`src/sv/u16u8_pkg.sv`:
```
// Shared types, constants and the UTF-8 encoder for the UTF-16 to UTF-8 transcoder.
// No dependencies.
package u16u8_pkg;

    localparam int OFFSET_WIDTH_DEF = 32;
    localparam int MAX_RESULTS      = 6;
    localparam int RES_CNT_W        = $clog2(MAX_RESULTS + 1);

    localparam logic OP_DATA = 1'b0;
    localparam logic OP_END  = 1'b1;

    // One code point, encoded: bytes in send order, byte 0 first.
    typedef struct packed {
        logic [3:0][7:0] bytes;
        logic [2:0]      len;
    } enc_t;

    function automatic enc_t utf8_enc(input logic [20:0] cp);
        enc_t e;
        e.bytes = '0;
        if (cp < 21'h80) begin
            e.bytes[0] = cp[7:0];
            e.len      = 3'd1;
        end else if (cp < 21'h800) begin
            e.bytes[0] = {3'b110, cp[10:6]};
            e.bytes[1] = {2'b10, cp[5:0]};
            e.len      = 3'd2;
        end else if (cp < 21'h10000) begin
            e.bytes[0] = {4'b1110, cp[15:12]};
            e.bytes[1] = {2'b10, cp[11:6]};
            e.bytes[2] = {2'b10, cp[5:0]};
            e.len      = 3'd3;
        end else begin
            e.bytes[0] = {5'b11110, cp[20:18]};
            e.bytes[1] = {2'b10, cp[17:12]};
            e.bytes[2] = {2'b10, cp[11:6]};
            e.bytes[3] = {2'b10, cp[5:0]};
            e.len      = 3'd4;
        end
        return e;
    endfunction

endpackage

```
`src/sv/utf16_to_utf8_transcoder.sv`:
```
// UTF-16 byte stream to UTF-8 byte stream transcoder, top level.
// Depends on u16u8_pkg (types, encoder function, constants).
//
//  channel | direction | handshake             | payload
//  --------+-----------+-----------------------+-------------------------------------
//  in      | sink      | in_valid / in_stall   | opcode, data_byte
//  out     | source    | out_valid / out_stall | out_byte, source_offset, last
//  cfg     | sink      | cfg_valid / cfg_ready | cfg_data (big_endian bit)
//
// Flow: an accepted item waits in the input register, is decoded there and its
// 0..6 result bytes load into the result buffer at the next edge that frees it, so
// bytes pass the input register and then the result buffer before they reach out.
// The result buffer sends one byte per cycle while out_stall is low. A first byte
// makes no result byte, a unit up to 4, and up to 6 when a broken surrogate pair is
// flushed. Items that make no byte never wait.
// Reset clears phase, pending surrogate, counter, valids and big_endian.
// A stall on out holds the buffer; an item with bytes then waits in the input register and in_stall rises.
module utf16_to_utf8_transcoder
    import u16u8_pkg::*;
#(
    parameter int OFFSET_WIDTH = OFFSET_WIDTH_DEF
) (
    input  logic        clk,
    input  logic        rst_n,
    // input items
    input  logic        in_valid,
    output logic        in_stall,
    input  logic        opcode,
    input  logic [7:0]  data_byte,
    // result items
    output logic        out_valid,
    input  logic        out_stall,
    output logic [7:0]  out_byte,
    output logic [31:0] source_offset,
    output logic        last,
    // configuration
    input  logic        cfg_valid,
    output logic        cfg_ready,
    input  logic        cfg_data
);

    // ---------------- configuration ----------------
    logic big_endian_reg;

    assign cfg_ready = 1'b1;

    always_ff @(posedge clk or negedge rst_n)
    begin
        if (!rst_n)
            big_endian_reg <= 1'b0;
        else if (cfg_valid && cfg_ready)
            big_endian_reg <= cfg_data;
    end

    // ---------------- input register (skid for the result buffer) ----------------
    logic       in_valid_reg;
    logic       op_reg;
    logic [7:0] byte_reg;
    logic       load;

    assign in_stall = in_valid_reg && !load;

    always_ff @(posedge clk or negedge rst_n)
    begin
        if (!rst_n)
            in_valid_reg <= 1'b0;
        else if (!in_stall)
            in_valid_reg <= in_valid;
    end

    always_ff @(posedge clk)
    begin
        if (in_valid && !in_stall)
        begin
            op_reg   <= opcode;
            byte_reg <= data_byte;
        end
    end

    // ---------------- stream state ----------------
    logic                    phase_reg,   phase_next;
    logic [7:0]              held_reg,    held_next;
    logic                    pend_reg,    pend_next;
    logic [9:0]              sbits_reg,   sbits_next;
    logic [31:0]             soff_reg,    soff_next;
    logic [OFFSET_WIDTH-1:0] count_reg,   count_next;

    // ---------------- decode of the item in the input register ----------------
    logic [15:0]             unit;
    logic [OFFSET_WIDTH-1:0] start;
    logic [63:0]             start_wide;
    logic [31:0]             start32;
    logic                    is_high;
    logic                    is_low;
    enc_t                    enc_a;      // bytes sent with the first offset
    enc_t                    enc_b;      // bytes sent with the second offset
    logic [2:0]              len_a;
    logic [2:0]              len_b;
    logic [31:0]             off_a;
    logic [31:0]             off_b;
    logic [RES_CNT_W-1:0]    new_cnt;
    logic [7:0]              new_bytes [MAX_RESULTS];

    assign unit       = big_endian_reg ? {held_reg, byte_reg} : {byte_reg, held_reg};
    assign start      = count_reg - OFFSET_WIDTH'(1);
    assign start_wide = 64'(start);
    assign start32    = start_wide[31:0];
    assign is_high    = (unit >= 16'hD800) && (unit <= 16'hDBFF);
    assign is_low     = (unit >= 16'hDC00) && (unit <= 16'hDFFF);

    always_comb
    begin
        phase_next = phase_reg;
        held_next  = held_reg;
        pend_next  = pend_reg;
        sbits_next = sbits_reg;
        soff_next  = soff_reg;
        count_next = count_reg;
        enc_a      = utf8_enc({5'd0, 6'b110110, sbits_reg});
        enc_b      = utf8_enc({5'd0, unit});
        len_a      = 3'd0;
        len_b      = 3'd0;
        off_a      = soff_reg;
        off_b      = start32;

        if (op_reg == OP_END)
        begin
            // flush a held high surrogate on its own, drop an odd byte
            if (pend_reg)
                len_a = enc_a.len;
            pend_next  = 1'b0;
            phase_next = 1'b0;
            count_next = '0;
        end
        else if (!phase_reg)
        begin
            held_next  = byte_reg;
            phase_next = 1'b1;
            count_next = count_reg + OFFSET_WIDTH'(1);
        end
        else
        begin
            phase_next = 1'b0;
            count_next = count_reg + OFFSET_WIDTH'(1);
            if (pend_reg && is_low)
            begin
                // surrogate pair: one supplementary code point
                enc_a     = utf8_enc(21'h10000 + {1'b0, sbits_reg, unit[9:0]});
                len_a     = enc_a.len;
                pend_next = 1'b0;
            end
            else
            begin
                if (pend_reg)
                begin
                    len_a     = enc_a.len;
                    pend_next = 1'b0;
                end
                if (is_high)
                begin
                    pend_next  = 1'b1;
                    sbits_next = unit[9:0];
                    soff_next  = start32;
                end
                else
                    len_b = enc_b.len;
            end
        end
    end

    always_comb
    begin
        logic [2:0] idx;
        new_cnt = RES_CNT_W'(len_a + len_b);
        for (int i = 0; i < MAX_RESULTS; i++)
        begin
            idx = 3'(i) - len_a;
            if (3'(i) < len_a)
                new_bytes[i] = enc_a.bytes[2'(i)];
            else if (idx < 3'd4)
                new_bytes[i] = enc_b.bytes[idx[1:0]];
            else
                new_bytes[i] = 8'h00;
        end
    end

    // ---------------- result buffer ----------------
    logic [7:0]           buf_reg  [MAX_RESULTS];
    logic [7:0]           buf_next [MAX_RESULTS];
    logic [RES_CNT_W-1:0] cnt_reg, cnt_next;   // bytes left to send
    logic [RES_CNT_W-1:0] na_reg,  na_next;    // of those, bytes that use off_a
    logic [31:0]          offa_reg, offa_next;
    logic [31:0]          offb_reg, offb_next;
    logic                 pop;
    logic                 buf_free;

    assign out_valid     = (cnt_reg != '0);
    assign out_byte      = buf_reg[0];
    assign source_offset = (na_reg != '0) ? offa_reg : offb_reg;
    assign last          = (cnt_reg == RES_CNT_W'(1));
    assign pop           = out_valid && !out_stall;
    assign buf_free      = (cnt_reg == '0) || (last && pop);
    // an item with no bytes only touches the stream state
    assign load          = in_valid_reg && (buf_free || (new_cnt == '0));

    always_comb
    begin
        buf_next  = buf_reg;
        cnt_next  = cnt_reg;
        na_next   = na_reg;
        offa_next = offa_reg;
        offb_next = offb_reg;
        if (pop)
        begin
            for (int i = 0; i < MAX_RESULTS - 1; i++)
                buf_next[i] = buf_reg[i + 1];
            buf_next[MAX_RESULTS - 1] = 8'h00;
            cnt_next = cnt_reg - RES_CNT_W'(1);
            if (na_reg != '0)
                na_next = na_reg - RES_CNT_W'(1);
        end
        if (load && (new_cnt != '0))
        begin
            buf_next  = new_bytes;
            cnt_next  = new_cnt;
            na_next   = RES_CNT_W'(len_a);
            offa_next = off_a;
            offb_next = off_b;
        end
    end

    always_ff @(posedge clk or negedge rst_n)
    begin
        if (!rst_n)
        begin
            cnt_reg   <= '0;
            na_reg    <= '0;
            phase_reg <= 1'b0;
            pend_reg  <= 1'b0;
            count_reg <= '0;
        end
        else
        begin
            cnt_reg <= cnt_next;
            na_reg  <= na_next;
            if (load)
            begin
                phase_reg <= phase_next;
                pend_reg  <= pend_next;
                count_reg <= count_next;
            end
        end
    end

    always_ff @(posedge clk)
    begin
        buf_reg  <= buf_next;
        offa_reg <= offa_next;
        offb_reg <= offb_next;
        if (load)
        begin
            held_reg  <= held_next;
            sbits_reg <= sbits_next;
            soff_reg  <= soff_next;
        end
    end

`ifndef SYNTHESIS
    // first-offset bytes never outnumber bytes left
    a_na_le_cnt: assert property (@(posedge clk) disable iff (!rst_n)
        na_reg <= cnt_reg)
        else $error("offset split count exceeds buffered bytes");

    a_cnt_max: assert property (@(posedge clk) disable iff (!rst_n)
        cnt_reg <= RES_CNT_W'(MAX_RESULTS))
        else $error("result buffer overfilled");

    // a load with bytes never overwrites unsent bytes
    a_no_overwrite: assert property (@(posedge clk) disable iff (!rst_n)
        (load && (new_cnt != '0)) |->
            ((cnt_reg == '0) || ((cnt_reg == RES_CNT_W'(1)) && !out_stall)))
        else $error("result buffer overwritten");

    // a held result stays while stalled
    a_hold: assert property (@(posedge clk) disable iff (!rst_n)
        (out_valid && out_stall) |=> (out_valid && $stable(out_byte)
            && $stable(source_offset)))
        else $error("stalled result changed");
`endif

endmodule
```
`config.mk`:
```
export PLATFORM = sky130hd
export DESIGN_NAME = utf16_to_utf8_transcoder
export DESIGN_NICKNAME = d
export VERILOG_FILES = /design/src/sv/u16u8_pkg.sv /design/src/sv/utf16_to_utf8_transcoder.sv
export SDC_FILE = /design/constraint.sdc
export NUM_CORES = 1
export LEC_CHECK = 0
export BUFFER_PORTS_ARGS = -buffer_cell sky130_fd_sc_hd__buf_2
export CELL_PAD_IN_SITES_DETAIL_PLACEMENT = 1
export CELL_PAD_IN_SITES_GLOBAL_PLACEMENT = 2
export CORE_MARGIN = 3
export CORE_UTILIZATION = 35
export DETAILED_ROUTE_END_ITERATION = 8
export PLACE_DENSITY = 0.7
export SETUP_SLACK_MARGIN = 0.3
export SYNTH_ARGS = -nofsm -noshare
export SYNTH_HDL_FRONTEND = slang
export SYNTH_SLANG_ARGS = --single-unit
```
`constraint.sdc`:
```
create_clock -name clk -period 7.6 [get_ports clk]
set_clock_uncertainty 0.05 [all_clocks]
set_input_delay 1.52 -clock clk [delete_from_list [all_inputs] [get_ports clk]]
set_output_delay 1.52 -clock clk [all_outputs]
set_load 0.005 [all_outputs]
```
## After elaboration in Yosys (flattened, before gate mapping)

Index checks and enable logic that the tools add are counted.

- Word-level logic and storage cells: 153
- Register bits: 213
- Input port bits: 15

- Magnitude comparators: 27
- Mux-type cells: 64
- Equality and inequality tests: 1
- $add $sub $neg: 12
- Bitwise logic cells: 3
- Reduce and logical (&&, ||, !) cells: 26

Operator list:

| kind | count |
|---|---|
| $mux W8 | 20 |
| $mux W27 | 5 |
| $bmux W8 S2 | 6 |
| $mux W48 | 2 |
| $mux W19 | 4 |
| $mux W32 | 2 |
| $mux W3 | 12 |
| $add A32 B1 Y32 const B | 1 |
| $ge A16 B16 Y1 const B | 2 |
| $le A16 B16 Y1 const B | 2 |
| $sub A32 B1 Y32 const B | 1 |
| $mux W25 | 1 |
| $mux W24 | 1 |
| $mux W11 | 2 |
| $add A17 B20 Y21 const A | 1 |
| $lt A21 B12 Y1 const B | 1 |
| $lt A21 B17 Y1 const B | 1 |
| $lt A21 B8 Y1 const B | 1 |
| $lt A2 B3 Y1 const B | 6 |
| $lt A3 B3 Y1 const B | 6 |
| $mux W17 | 1 |
| $lt A16 B12 Y1 const B | 1 |
| $lt A16 B8 Y1 const B | 1 |
| $mux W16 | 1 |
| other kinds (21) | 52 |

## Depth between registers and ports, before layout

Gate-level depths: netlist of run 1.

- Depth after elaboration: 22
- Mapped depth: 18

## Worst setup path after synthesis of run 1

Ideal clock, no wire load.

- Path type: register to register
- Start point: reg big_endian_reg
- End point: reg soff_reg[0] (netlist: off_a[0]) (enable)
- Path buffers: 4
- Slack: 480 ps
- Arrival: 6,576 ps
- Required time: 7,057 ps
- Cell stages (with the launch flop): 17
- Setup time: 493 ps
- Cells stage by stage: dfrtp_1 > buf_4 > or4_1 > o22ai_2 > and2_1 > buf_2 > buf_2 > a21oi_1 > ha_1 > fa_1 > nor2_1 > nand3_1 > nor3_4 > nor3_1 > or2_2 > clkbuf_1 > nor3_1

- Word-level cells in the longest chain between the ends: 19
- Elaborated cells on any way between the ends: 37

Ends and longest elaborated chain:

| what | line | RTL |
|---|---|---|
| from (decl) | utf16_to_utf8_transcoder.sv:43 | `logic big_endian_reg;` |
| from (signal assigned) | utf16_to_utf8_transcoder.sv:52 | `big_endian_reg <= cfg_data;` |
| $mux W16 (*) | utf16_to_utf8_transcoder.sv:104 | `assign unit = big_endian_reg ? {held_reg, byte_reg} : {byte_reg, held_reg};` |
| $add A17 B20 Y21 | utf16_to_utf8_transcoder.sv:148 | `enc_a = utf8_enc(21'h10000 + {1'b0, sbits_reg, unit[9:0]});` |
| $lt A21 B17 Y1 | u16u8_pkg.sv:28 | `end else if (cp < 21'h10000) begin` |
| $mux W25 | u16u8_pkg.sv:28 |  |
| $mux W27 | u16u8_pkg.sv:24 | `end else if (cp < 21'h800) begin` |
| $mux W27 | u16u8_pkg.sv:21 | `if (cp < 21'h80) begin` |
| $mux W27 | utf16_to_utf8_transcoder.sv:145 | `if (pend_reg && is_low)` |
| $mux W27 | utf16_to_utf8_transcoder.sv:135 | `else if (!phase_reg)` |
| [3 not listed] | n/a |  |
| $mux W3 | utf16_to_utf8_transcoder.sv:145 |  |
| $mux W3 | utf16_to_utf8_transcoder.sv:135 |  |
| $mux W3 | utf16_to_utf8_transcoder.sv:126 | `if (op_reg == OP_END)` |
| $add A3 B3 Y3 | utf16_to_utf8_transcoder.sv:174 | `new_cnt = RES_CNT_W'(len_a + len_b);` |
| $logic_not A3 Y1 | utf16_to_utf8_transcoder.sv:204 | `assign load = in_valid_reg && (buf_free \|\| (new_cnt == '0));` |
| $logic_or A1 B1 Y1 | utf16_to_utf8_transcoder.sv:204 |  |
| $logic_and A1 B1 Y1 | utf16_to_utf8_transcoder.sv:204 |  |
| $reduce_and A5 Y1 (no source line) (*) | n/a |  |
| to (signal assigned) | utf16_to_utf8_transcoder.sv:264 | `soff_reg <= soff_next;` |
| to (decl) | utf16_to_utf8_transcoder.sv:85 | `logic [31:0] soff_reg, soff_next;` |

Mark *: on every way between the ends. The rest lies on a longest branch, timed or not. The select of a mux whose other input is x is not followed.
A chain may end at the register's enable or synchronous reset.

## Worst setup path in the final report of run 1

- Start point: reg big_endian_reg
- End point: out in_stall

- Word-level cells in the longest chain between the ends: 20
- Elaborated cells on any way between the ends: 37

Ends and longest elaborated chain:

| what | line | RTL |
|---|---|---|
| $mux W16 (*) | utf16_to_utf8_transcoder.sv:104 |  |
| $add A17 B20 Y21 | utf16_to_utf8_transcoder.sv:148 |  |
| $lt A21 B17 Y1 | u16u8_pkg.sv:28 |  |
| $mux W25 | u16u8_pkg.sv:28 |  |
| $mux W27 | u16u8_pkg.sv:24 |  |
| $mux W27 | u16u8_pkg.sv:21 |  |
| $mux W27 | utf16_to_utf8_transcoder.sv:145 |  |
| $mux W27 | utf16_to_utf8_transcoder.sv:135 |  |
| [4 not listed] | n/a |  |
| $mux W3 | utf16_to_utf8_transcoder.sv:135 |  |
| $mux W3 | utf16_to_utf8_transcoder.sv:126 |  |
| $add A3 B3 Y3 (*) | utf16_to_utf8_transcoder.sv:174 |  |
| $logic_not A3 Y1 (*) | utf16_to_utf8_transcoder.sv:204 |  |
| $logic_or A1 B1 Y1 (*) | utf16_to_utf8_transcoder.sv:204 |  |
| $logic_and A1 B1 Y1 (*) | utf16_to_utf8_transcoder.sv:204 |  |
| $logic_not A1 Y1 (*) | utf16_to_utf8_transcoder.sv:61 | `assign in_stall = in_valid_reg && !load;` |
| $logic_and A1 B1 Y1 (*) | utf16_to_utf8_transcoder.sv:61 |  |
| to (decl) | utf16_to_utf8_transcoder.sv:27 | `output logic in_stall,` |

Marked as above.

==> impl_metrics.csv, run 1 <==
group,metric,value,unit
synth,yosys_warnings,0,
sta,min_period,6330,ps
detailed_routing,wire_per_inst,21.4,um
grt,antenna_found_initial,0,
setup_path,crit_family,"compound AO/OA/AOI/OAI gates",
setup_path,reg2reg_depth,17,
sta,setup_violations,0,
clocking,cts.sinks,213,
synth,synthDistinctLibCells,86,
sta,finalHoldViolCount,0,
setup_path,crit_cells,14,
setup_path,crit_fanout,20,
synth,synth_fp_nets,1021,
synth,ys_seq_elements,213,
finish,fin_cells,1444,
clocking,cts_made_buffers,25,
floorplanning,die_w,184,um
setup_path,crit_buf_inv,5,
synth,syn-cell-area,11100,um^2
synth,synthArstFlopShare,0.197,
detailed_routing,ant_nets,0,
setup_path,crit_path_max_incr_delay,790,ps
sta,worst_slack,1270,ps
detailed_routing,vias_per_cell,5.56,
sta,max_freq,158,MHz
power_and_ir_drop,max-vdd-ir-drop,0.164,mV
floorplanning,fp-row-count,64,
setup_path,r2r_slack,1760,ps
setup_path,cp.required,6030,ps
finish,largest_reg_flops,40,
place,dpl_cell_area,11700,um^2
grt,grt_pass1_vias,8230,
synth,ys_seq_area_frac,0.557,
sta,tightestPinTransition,1170,ps
finish,finalInstanceArea,12500,um^2
power_and_ir_drop,power_density,319,nW/um^2
place,place_ws,1750,ps
place,port_buffers,57,
sta,max-slew-margin-rel,0.220,
synth,syn_avg_cell_area,11.2,um^2
clocking,root_buffer,"clkbuf_16",
finish,num_antenna_cells,0,
setup_path,path_cells,"buf_4, nor4b_1, o21ai_1, a21oi_1, o21ai_1, buf_4, inv_2, ha_1, fa_1, inv_1, a21oi_1, nor2_1, a211oi_1, buf_2",
clocking,clkLatencyLatePin,530,ps
detailed_routing,detailedRoute.firstPassIterationCount,5,
min_path,min_path_type,"reg -> reg",
sta,final.setup.tns,0,ps
job,maxCapViolCount,0,
clocking,cts_resized,0,
floorplanning,dieArea,33900,um^2
finish,fill_cells,3374,
detailed_routing,drc,0,
finish,drive_gt1_frac,0.175,
sta,report.final.slew_viol_count,0,
floorplanning,die_y,184,um
setup_path,path_class,"reg -> out",
status,status,"finished, final reports clean",
floorplanning,core-area,30900,um^2
floorplanning,ioPinCount,59,
synth,syn_inst,991,
setup_path,cp_slowest_cell,"dfrtp_1",
finish,multi_input_area,4520,um^2
power_and_ir_drop,leakage,4.48,nW
grt,grt_pass1_wl,48800,um
place,dp_cells,1398,
grt,grt_overflow,0,
finish,area_growth,12.5,%
setup_path,end_kind,"primary output",
detailed_routing,dr_wl_met3,1300,um
sta,timing.hold.ws,368,ps
detailed_routing,drt-initial-drc-count,681,
setup_path,cp.arrival,4760,ps
detailed_routing,routed-wl-met2,13600,um
detailed_routing,highest_layer,"met4",
clocking,htree_levels,1,
sta,min_period_over_period,0.833,
grt,grt_use_total,0.182,
finish,utilization,0.404,
setup_path,r2r_start,"big_endian_reg",
clocking,post-cts-setup-buffer-count,0,
setup_path,r2r_end,"off_a[27]",
detailed_routing,vias,8035,
place,dpl.hpwl,22100,um
setup_path,endpoint,"in_stall",
clocking,cts_tree,"done",
clocking,clk_pin_slew_worst_paths,60,ps
floorplanning,start_util,0.359,
place,gp_congestion,0.898,
detailed_routing,wl_met1,15200,um
clocking,cts_buffer_depth,3,
setup_path,crit_start,"big_endian_reg",
clocking,ctsHoldBuffers,0,
synth,ys.flop_type,"edfxtp_1",
power_and_ir_drop,total_power,3.98,mW
sta,grt_setup_unrepaired,"no",
finish,layout.nets,1059,
detailed_routing,routed_wl,30900,um
grt,grt_max_degree,73,
finish,regArea,6190,um^2
synth,synth_edf_count,171,
setup_path,startpoint_type,"flop",
-- power by group --
part	leakage (nW)	internal, mW	switching, mW	total [mW]
sequential	2.15	1.59	0.0998	1.69
clock	0.359	0.640	0.480	1.12
combinational	1.97	0.436	0.732	1.17
-- synth_stat cells, types with 19 or more instances --
| cell | n | share of area |
|---|---|---|
| inv_1 | 30 | 0.010 |
| dfrtp_1 | 42 | 0.095 |
| nand3_1 | 29 | 0.013 |
| nand2_1 | 83 | 0.028 |
| a31oi_1 | 21 | 0.012 |
| a21oi_1 | 45 | 0.020 |
| mux2_2 | 39 | 0.040 |
| nor2_1 | 89 | 0.030 |
| edfxtp_1 | 171 | 0.46 |
| buf_2 | 19 | 0.0086 |
| clkbuf_1 | 29 | 0.0098 |
| o21ai_0 | 65 | 0.029 |
| nor3_1 | 36 | 0.016 |
| xnor2_1 | 31 | 0.024 |
-- logic make-up after synthesis --
family                   count (synthesis)  share of synthesized area
AND/OR/NAND/NOR                        327                      0.147
AO/OA/AOI/OAI                          237                      0.147
flip-flops                             213                      0.557
buffers and inverters                   94                     0.0380
multiplexers                            56                     0.0549
XOR/XNOR                                48                     0.0379
adder cells (fa/ha/maj)                 15                     0.0176
other                                    1                   0.000338
-- layout make-up --
type                            instances  area share
Clock buffer                           29      0.0513
Clock inverter                         17      0.0102
Inverter                               34      0.0103
Multi-Input combinational cell        684       0.362
Sequential cell                       213       0.495
Tap cell                              396      0.0397
Timing Repair Buffer                   71      0.0313
-- worst min-delay path by stage --
stage / depth (start not counted) / slack, ps / start / end
after global routing: 0 / 380 / off_a[6] / offa_reg[6]
after floorplan: 0 / 350 / off_a[0] / offa_reg[0]
after CTS: 0 / 370 / off_a[11] / offa_reg[11]
final: 0 / 370 / off_a[27] / offa_reg[27]
after global placement: 0 / 350 / off_a[19] / offa_reg[19]
after detailed placement: 0 / 360 / off_a[11] / offa_reg[11]
-- metal layers --
metal,vias to the layer above,track usage
met5,-,0
met4,0,0.0502
met3,42,0.0239
met2,182,0.276
met1,4029,0.273
li1,3782,-
-- cells in the final DEF, fill, tap and decap left out, drive strengths merged, types with 21 or more instances in the layout --
cell type / n
xnor2: 31
dfrtp: 42
mux2: 39
nor3: 39
nand2: 85
inv: 33
edfxtp: 171
nor2: 91
buf: 71
clkbuf: 29
o21ai: 70
nand3: 29
a31oi: 21
a21oi: 45
Note: power is estimated with default switching activity, not from simulation.
==> inputs of run 2 (changes only) <==
--- a/config.mk
+++ b/config.mk
@@ -5,13 +5,14 @@
 export SDC_FILE = /design/constraint.sdc
 export NUM_CORES = 1
 export LEC_CHECK = 0
+export ABC_AREA = 1
 export BUFFER_PORTS_ARGS = -buffer_cell sky130_fd_sc_hd__buf_2
 export CELL_PAD_IN_SITES_DETAIL_PLACEMENT = 1
 export CELL_PAD_IN_SITES_GLOBAL_PLACEMENT = 2
 export CORE_MARGIN = 3
 export CORE_UTILIZATION = 35
 export DETAILED_ROUTE_END_ITERATION = 8
-export PLACE_DENSITY = 0.7
+export PLACE_DENSITY = 0.71
 export SETUP_SLACK_MARGIN = 0.3
 export SYNTH_ARGS = -nofsm -noshare
 export SYNTH_HDL_FRONTEND = slang
==> constraint.sdc (replaced) <==
create_clock -name clk -period 6.5 [get_ports clk]
set_clock_uncertainty 0.05 [all_clocks]
set_input_delay 1.3 -clock clk [delete_from_list [all_inputs] [get_ports clk]]
set_output_delay 1.3 -clock clk [all_outputs]
set_load 0.005 [all_outputs]
==> run 2 against run 1 <==
Net effect: sequential share of layout area fell by 3.0 points; non-clock buffer count shrank 2; die area up 5.6%; worst hold slack about the same; via count rose by 12%.
==> impl_metrics.csv, run 2 <==
group,metric,value,unit
setup_path,startpoint_type,"flop",
synth,synthTopCellsByArea,"edfxtp_1 44%, nand2_1 12%, dfrtp_1 9.0%",
synth,synthTopCellsByCount,"360 x nand2_1, 171 x edfxtp_1, 130 x inv_1",
sta,tightestPinTransition,909,ps
synth,syn-cell-area,11700,um^2
sta,finalHoldViolCount,0,
synth,synthArstFlopShare,0.197,
sta,grt_setup_unrepaired,"no",
finish,largest_reg_flops,40,
synth,ys.flop_type,"edfxtp_1",
synth,syn_avg_cell_area,8.89,um^2
detailed_routing,highest_layer,"met4",
synth,synthDistinctLibCells,47,
setup_path,cp.arrival,4180,ps
synth,yosys.cell_count.top_type,"nand2_1",
power_and_ir_drop,power_density,377,nW/um^2
synth,ys_seq_area_frac,0.527,
finish,num_antenna_cells,0,
clocking,clkLatencyLatePin,540,ps
job,maxCapViolCount,0,
place,place_ws,1530,ps
setup_path,end_kind,"primary output",
place,dpl.hpwl,24900,um
setup_path,r2r_start,"sbits_reg[6]",
clocking,ctsHoldBuffers,0,
setup_path,endpoint,"in_stall",
clocking,htree_levels,1,
finish,fill_cells,3838,
setup_path,reg2reg_depth,20,
floorplanning,core-area,32800,um^2
sta,final.setup.tns,0,ps
detailed_routing,dr_wl_met3,934,um
setup_path,crit_start,"sbits_reg[6]",
finish,final_common_cell,"nand2_1",
floorplanning,ioPinCount,59,
grt,grt_use_total,0.194,
finish,area_growth,13.3,%
floorplanning,die_w,189,um
floorplanning,start_util,0.358,
finish,finalInstanceArea,13300,um^2
sta,min_period,5530,ps
detailed_routing,vias_per_cell,4.92,
setup_path,r2r_slack,1620,ps
sta,min_period_over_period,0.850,
synth,synth_top_area_frac,0.437,
setup_path,path_cells,"ha_1, inv_1, nand2_1, nor2_4, nand3_2, inv_2, nand2_1, nand3_2, nand2_2, inv_2, ha_1, fa_1, nor2_1, nand2_2, nand2_2, nor2_1, buf_2",
place,gp_congestion,0.848,
synth,syn_inst,1320,
clocking,cts_buffer_depth,3,
synth,synth_edf_count,171,
setup_path,crit_family,"simple AND/OR/NAND/NOR gates",
grt,grt_pass1_wl,54700,um
floorplanning,fp-row-count,66,
setup_path,cp_slowest_cell,"edfxtp_1",
detailed_routing,wire_per_inst,18.9,um
min_path,whs_path_depth,0,
finish,drive_gt1_frac,0.138,
grt,grt_max_degree,72,
detailed_routing,drc,0,
setup_path,cp.required,5150,ps
finish,final_cell_mix,"358 x nand2_1, 171 x edfxtp_1, 129 x inv_1",
detailed_routing,wl_met1,14700,um
setup_path,critPathMostFrequentCell,"nand2_2",
floorplanning,dieArea,35800,um^2
synth,synth_top_area_cell,"edfxtp_1",
grt,grt_overflow,0,
power_and_ir_drop,leakage,5.59,nW
synth,synth_fp_nets,1350,
power_and_ir_drop,max-vdd-ir-drop,0.247,mV
sta,report.final.slew_viol_count,0,
setup_path,crit_path_max_incr_delay,530,ps
sta,worst_slack,974,ps
setup_path,crit_buf_inv,4,
detailed_routing,vias,8973,
setup_path,crit_cells,17,
clocking,cts_tree,"done",
grt,grt_pass1_vias,9549,
clocking,cts_made_buffers,26,
place,port_buffers,57,
floorplanning,die_y,189,um
clocking,cts.sinks,213,
place,dpl_cell_area,12400,um^2
detailed_routing,detailedRoute.firstPassIterationCount,5,
detailed_routing,routed-wl-met2,17900,um
setup_path,r2r_end,"off_a[31]",
clocking,root_buffer,"clkbuf_16",
detailed_routing,routed_wl,34500,um
sta,setup_violations,0,
clocking,post-cts-setup-buffer-count,0,
clocking,cts_resized,0,
grt,antenna_found_initial,0,
clocking,clk_pin_slew_worst_paths,60,ps
status,status,"finished, final reports clean",
detailed_routing,drt-initial-drc-count,439,
power_and_ir_drop,total_power,5.01,mW
setup_path,crit_fanout,17,
detailed_routing,ant_nets,0,
min_path,min_path_type,"reg -> reg",
finish,layout.nets,1391,
sta,max_freq,181,MHz
sta,max-slew-margin-rel,0.392,
setup_path,path_class,"reg -> out",
synth,yosys_warnings,0,
synth,ys_seq_elements,213,
run 2: through the flow:
stage | cells | utilization | hold slack, ps
global route | 1823 | 0.406 | 373
detailed placement | 1775 | 0.377 | 355
CTS | 1823 | 0.406 | 366
global placement | 1775 | 0.377 | 351
floorplan | 1320 | - | 350
finish | 1823 | 0.406 | 368
run 2: how the worst min path moves through the flow:
stage / start / to / slack [ps]
3_5_place_dp: off_a[13] / offa_reg[13] / 360
4_1_cts: off_a[13] / offa_reg[13] / 370
6_report: off_a[31] / offa_reg[31] / 370
3_3_place_gp: off_a[12] / offa_reg[12] / 350
5_1_grt: off_a[7] / offa_reg[7] / 370
2_1_floorplan: off_a[0] / offa_reg[0] / 350
run 2: cells by family (layout without fill, tap and decap cells):
kind of cell	after synthesis	count (layout)	share of synthesized area
mux	32	32	0.0307
xor+xnor	59	59	0.0440
fa+ha+maj	15	15	0.0166
simple gates	668	668	0.244
buf+inv	196	257	0.0712
compound gates	136	136	0.0661
other cells	1	1	0.000319
flops	213	213	0.527
run 2: final cells by class:
class                           instances  area, um^2  area share
Inverter                              140         528      0.0397
Sequential cell                       213        6190       0.465
Tap cell                              442         553      0.0416
Clock buffer                           32         714      0.0537
Clock inverter                         16         224      0.0168
Timing Repair Buffer                   69         375      0.0282
Multi-Input combinational cell        911        4720       0.355
run 2: where the power goes:
| group | internal (mW) | switching, mW | total [mW] | leakage (nW) |
|---|---|---|---|---|
| clock network | 0.981 | 0.595 | 1.58 | 0.447 |
| registers | 1.90 | 0.0854 | 1.99 | 2.15 |
| logic | 0.462 | 0.988 | 1.45 | 2.99 |
| total | 3.35 | 1.67 | 5.01 | 5.59 |
run 2: per-layer routing:
layer / GRT usage / up-vias
met5: 0 / -
met2: 0.360 / 106
li1: - / 4436
met3: 0.0226 / 53
met1: 0.237 / 4378
met4: 0.0550 / 0
==> inputs of run 3 (changes only) <==
--- a/config.mk
+++ b/config.mk
@@ -5,14 +5,13 @@
 export SDC_FILE = /design/constraint.sdc
 export NUM_CORES = 1
 export LEC_CHECK = 0
-export ABC_AREA = 1
 export BUFFER_PORTS_ARGS = -buffer_cell sky130_fd_sc_hd__buf_2
 export CELL_PAD_IN_SITES_DETAIL_PLACEMENT = 1
 export CELL_PAD_IN_SITES_GLOBAL_PLACEMENT = 2
 export CORE_MARGIN = 3
 export CORE_UTILIZATION = 35
 export DETAILED_ROUTE_END_ITERATION = 8
-export PLACE_DENSITY = 0.71
+export PLACE_DENSITY = 0.67
 export SETUP_SLACK_MARGIN = 0.3
 export SYNTH_ARGS = -nofsm -noshare
 export SYNTH_HDL_FRONTEND = slang
==> run 3 against run 2 <==
Net effect: die area shrank 5.3%; wire length shrank 11%; critical path depth is 5 lower; register-to-register slack worse by 660 ps; critical path type unchanged; largest cell class unchanged; highest routed layer unchanged.
==> impl_metrics.csv, run 3 (synthesis results as in run 1) <==
group,metric,value,unit
setup_path,end_kind,"primary output",
setup_path,path_class,"reg -> out",
grt,grt_overflow,0,
place,dpl.hpwl,22100,um
detailed_routing,wl_met1,15200,um
detailed_routing,routed_wl,30700,um
sta,setup_violations,0,
sta,timing.hold.ws,365,ps
floorplanning,dieArea,33900,um^2
sta,min_period,5850,ps
clocking,clk_pin_slew_worst_paths,60,ps
detailed_routing,detailedRoute.firstPassIterationCount,5,
finish,utilization,0.409,
grt,antenna_found_initial,0,
place,gp_congestion,0.872,
floorplanning,core-area,30900,um^2
clocking,cts_made_buffers,26,
finish,fill_cells,3360,
floorplanning,die_y,184,um
finish,final_common_cell,"edfxtp_1",
finish,largest_reg_flops,40,
finish,area_growth,13.8,%
sta,worst_slack,648,ps
clocking,cts.sinks,213,
sta,max-slew-margin-rel,0.229,
sta,finalHoldViolCount,0,
detailed_routing,vias_per_cell,5.51,
clocking,cts_tree,"done",
grt,grt_use_total,0.183,
detailed_routing,dr_wl_met3,1440,um
detailed_routing,drc,0,
sta,max_freq,171,MHz
finish,final_cell_mix,"171 x edfxtp_1, 89 x nor2_1, 82 x nand2_1",
setup_path,critPathMostFrequentCell,"ha_1",
detailed_routing,vias,8005,
grt,grt_max_degree,58,
sta,report.final.slew_viol_count,0,
clocking,root_buffer,"clkbuf_16",
setup_path,cp.arrival,4500,ps
setup_path,cp.required,5150,ps
setup_path,crit_fanout,19,
sta,grt_setup_unrepaired,"no",
power_and_ir_drop,power_density,379,nW/um^2
grt,grt_pass1_vias,8222,
setup_path,crit_path_max_incr_delay,480,ps
setup_path,cp_slowest_cell,"edfxtp_1",
min_path,min_path_type,"reg -> reg",
clocking,htree_levels,1,
detailed_routing,highest_layer,"met4",
place,port_buffers,57,
place,place_ws,836,ps
clocking,ctsHoldBuffers,0,
detailed_routing,routed-wl-met2,13600,um
finish,num_antenna_cells,0,
grt,grt_pass1_wl,49000,um
detailed_routing,wire_per_inst,21.2,um
clocking,clkLatencyLatePin,540,ps
floorplanning,ioPinCount,59,
detailed_routing,ant_nets,0,
sta,min_period_over_period,0.900,
floorplanning,die_w,184,um
setup_path,path_cells,"ha_1, and3b_4, o21ai_4, a21oi_1, o21ai_1, inv_2, ha_1, fa_1, nor3_1, nor2_1, a211oi_1, buf_2",
job,maxCapViolCount,0,
floorplanning,start_util,0.359,
clocking,cts_buffer_depth,3,
power_and_ir_drop,leakage,4.57,nW
finish,drive_gt1_frac,0.186,
sta,final.setup.tns,0,ps
floorplanning,fp-row-count,64,
finish,layout.nets,1066,
power_and_ir_drop,max-vdd-ir-drop,0.207,mV
status,status,"finished, final reports clean",
detailed_routing,drt-initial-drc-count,599,
sta,tightestPinTransition,1150,ps
setup_path,startpoint_type,"flop",
[run 3: routing by layer]
layer / global-route usage / vias up
li1: - / 3793
met1: 0.275 / 4015
met3: 0.0295 / 33
met4: 0.0360 / 0
met5: 0 / -
met2: 0.281 / 164
[run 3: stage by stage]
step	cell area, um^2	std cells	total power, mW
6_report	12600	1452	4.79
5_1_grt	12600	1452	5.09
2_1_floorplan	11100	991	2.92
3_3_place_gp	11800	1404	3.37
3_5_place_dp	11800	1404	3.40
4_1_cts	12600	1452	4.87
[run 3: worst max-delay path: cells and delay by family (launching register included)]
family	cells	cell delay, ps
DFF	1	480
and+or+nand+nor	3	760
adders and majority gates	3	1030
AOI/OAI and AO/OA	4	1260
buffers and inverters	2	430
[run 3: cell type report]
class,count,area [um^2],share of cell area
clock buffers,32,673,0.0533
well taps,396,495,0.0392
clock inverters,16,188,0.0149
flip-flops and latches,213,6190,0.490
multi-input cells,684,4530,0.358
inverters,34,129,0.0102
repair buffers,77,435,0.0345
[run 3: worst paths after layout]
kind	from	endpoint	slack, ps	cells past startpoint
hold / removal	off_a[18]	offa_reg[18]	370	0
min in group asynchronous	rst_n	big_endian_reg	790	2
max in group asynchronous	rst_n	na_reg[2]	5160	2
setup / recovery	sbits_reg[6]	in_stall	650	12
setup reg to reg	sbits_reg[6]	off_a[18]	960	16
hold reg to reg	off_a[18]	offa_reg[18]	370	0
[run 3: what timing repair did]
item                       CTS  global route
resized for setup            0             1
setup endpoints to repair    0             1
buffers inserted             0             0
[run 3: power by group]
group | internal (mW) | switching (mW) | total [mW]
clock network | 0.861 | 0.578 | 1.44
logic | 0.514 | 0.868 | 1.38
registers | 1.86 | 0.109 | 1.97
total | 3.24 | 1.55 | 4.79
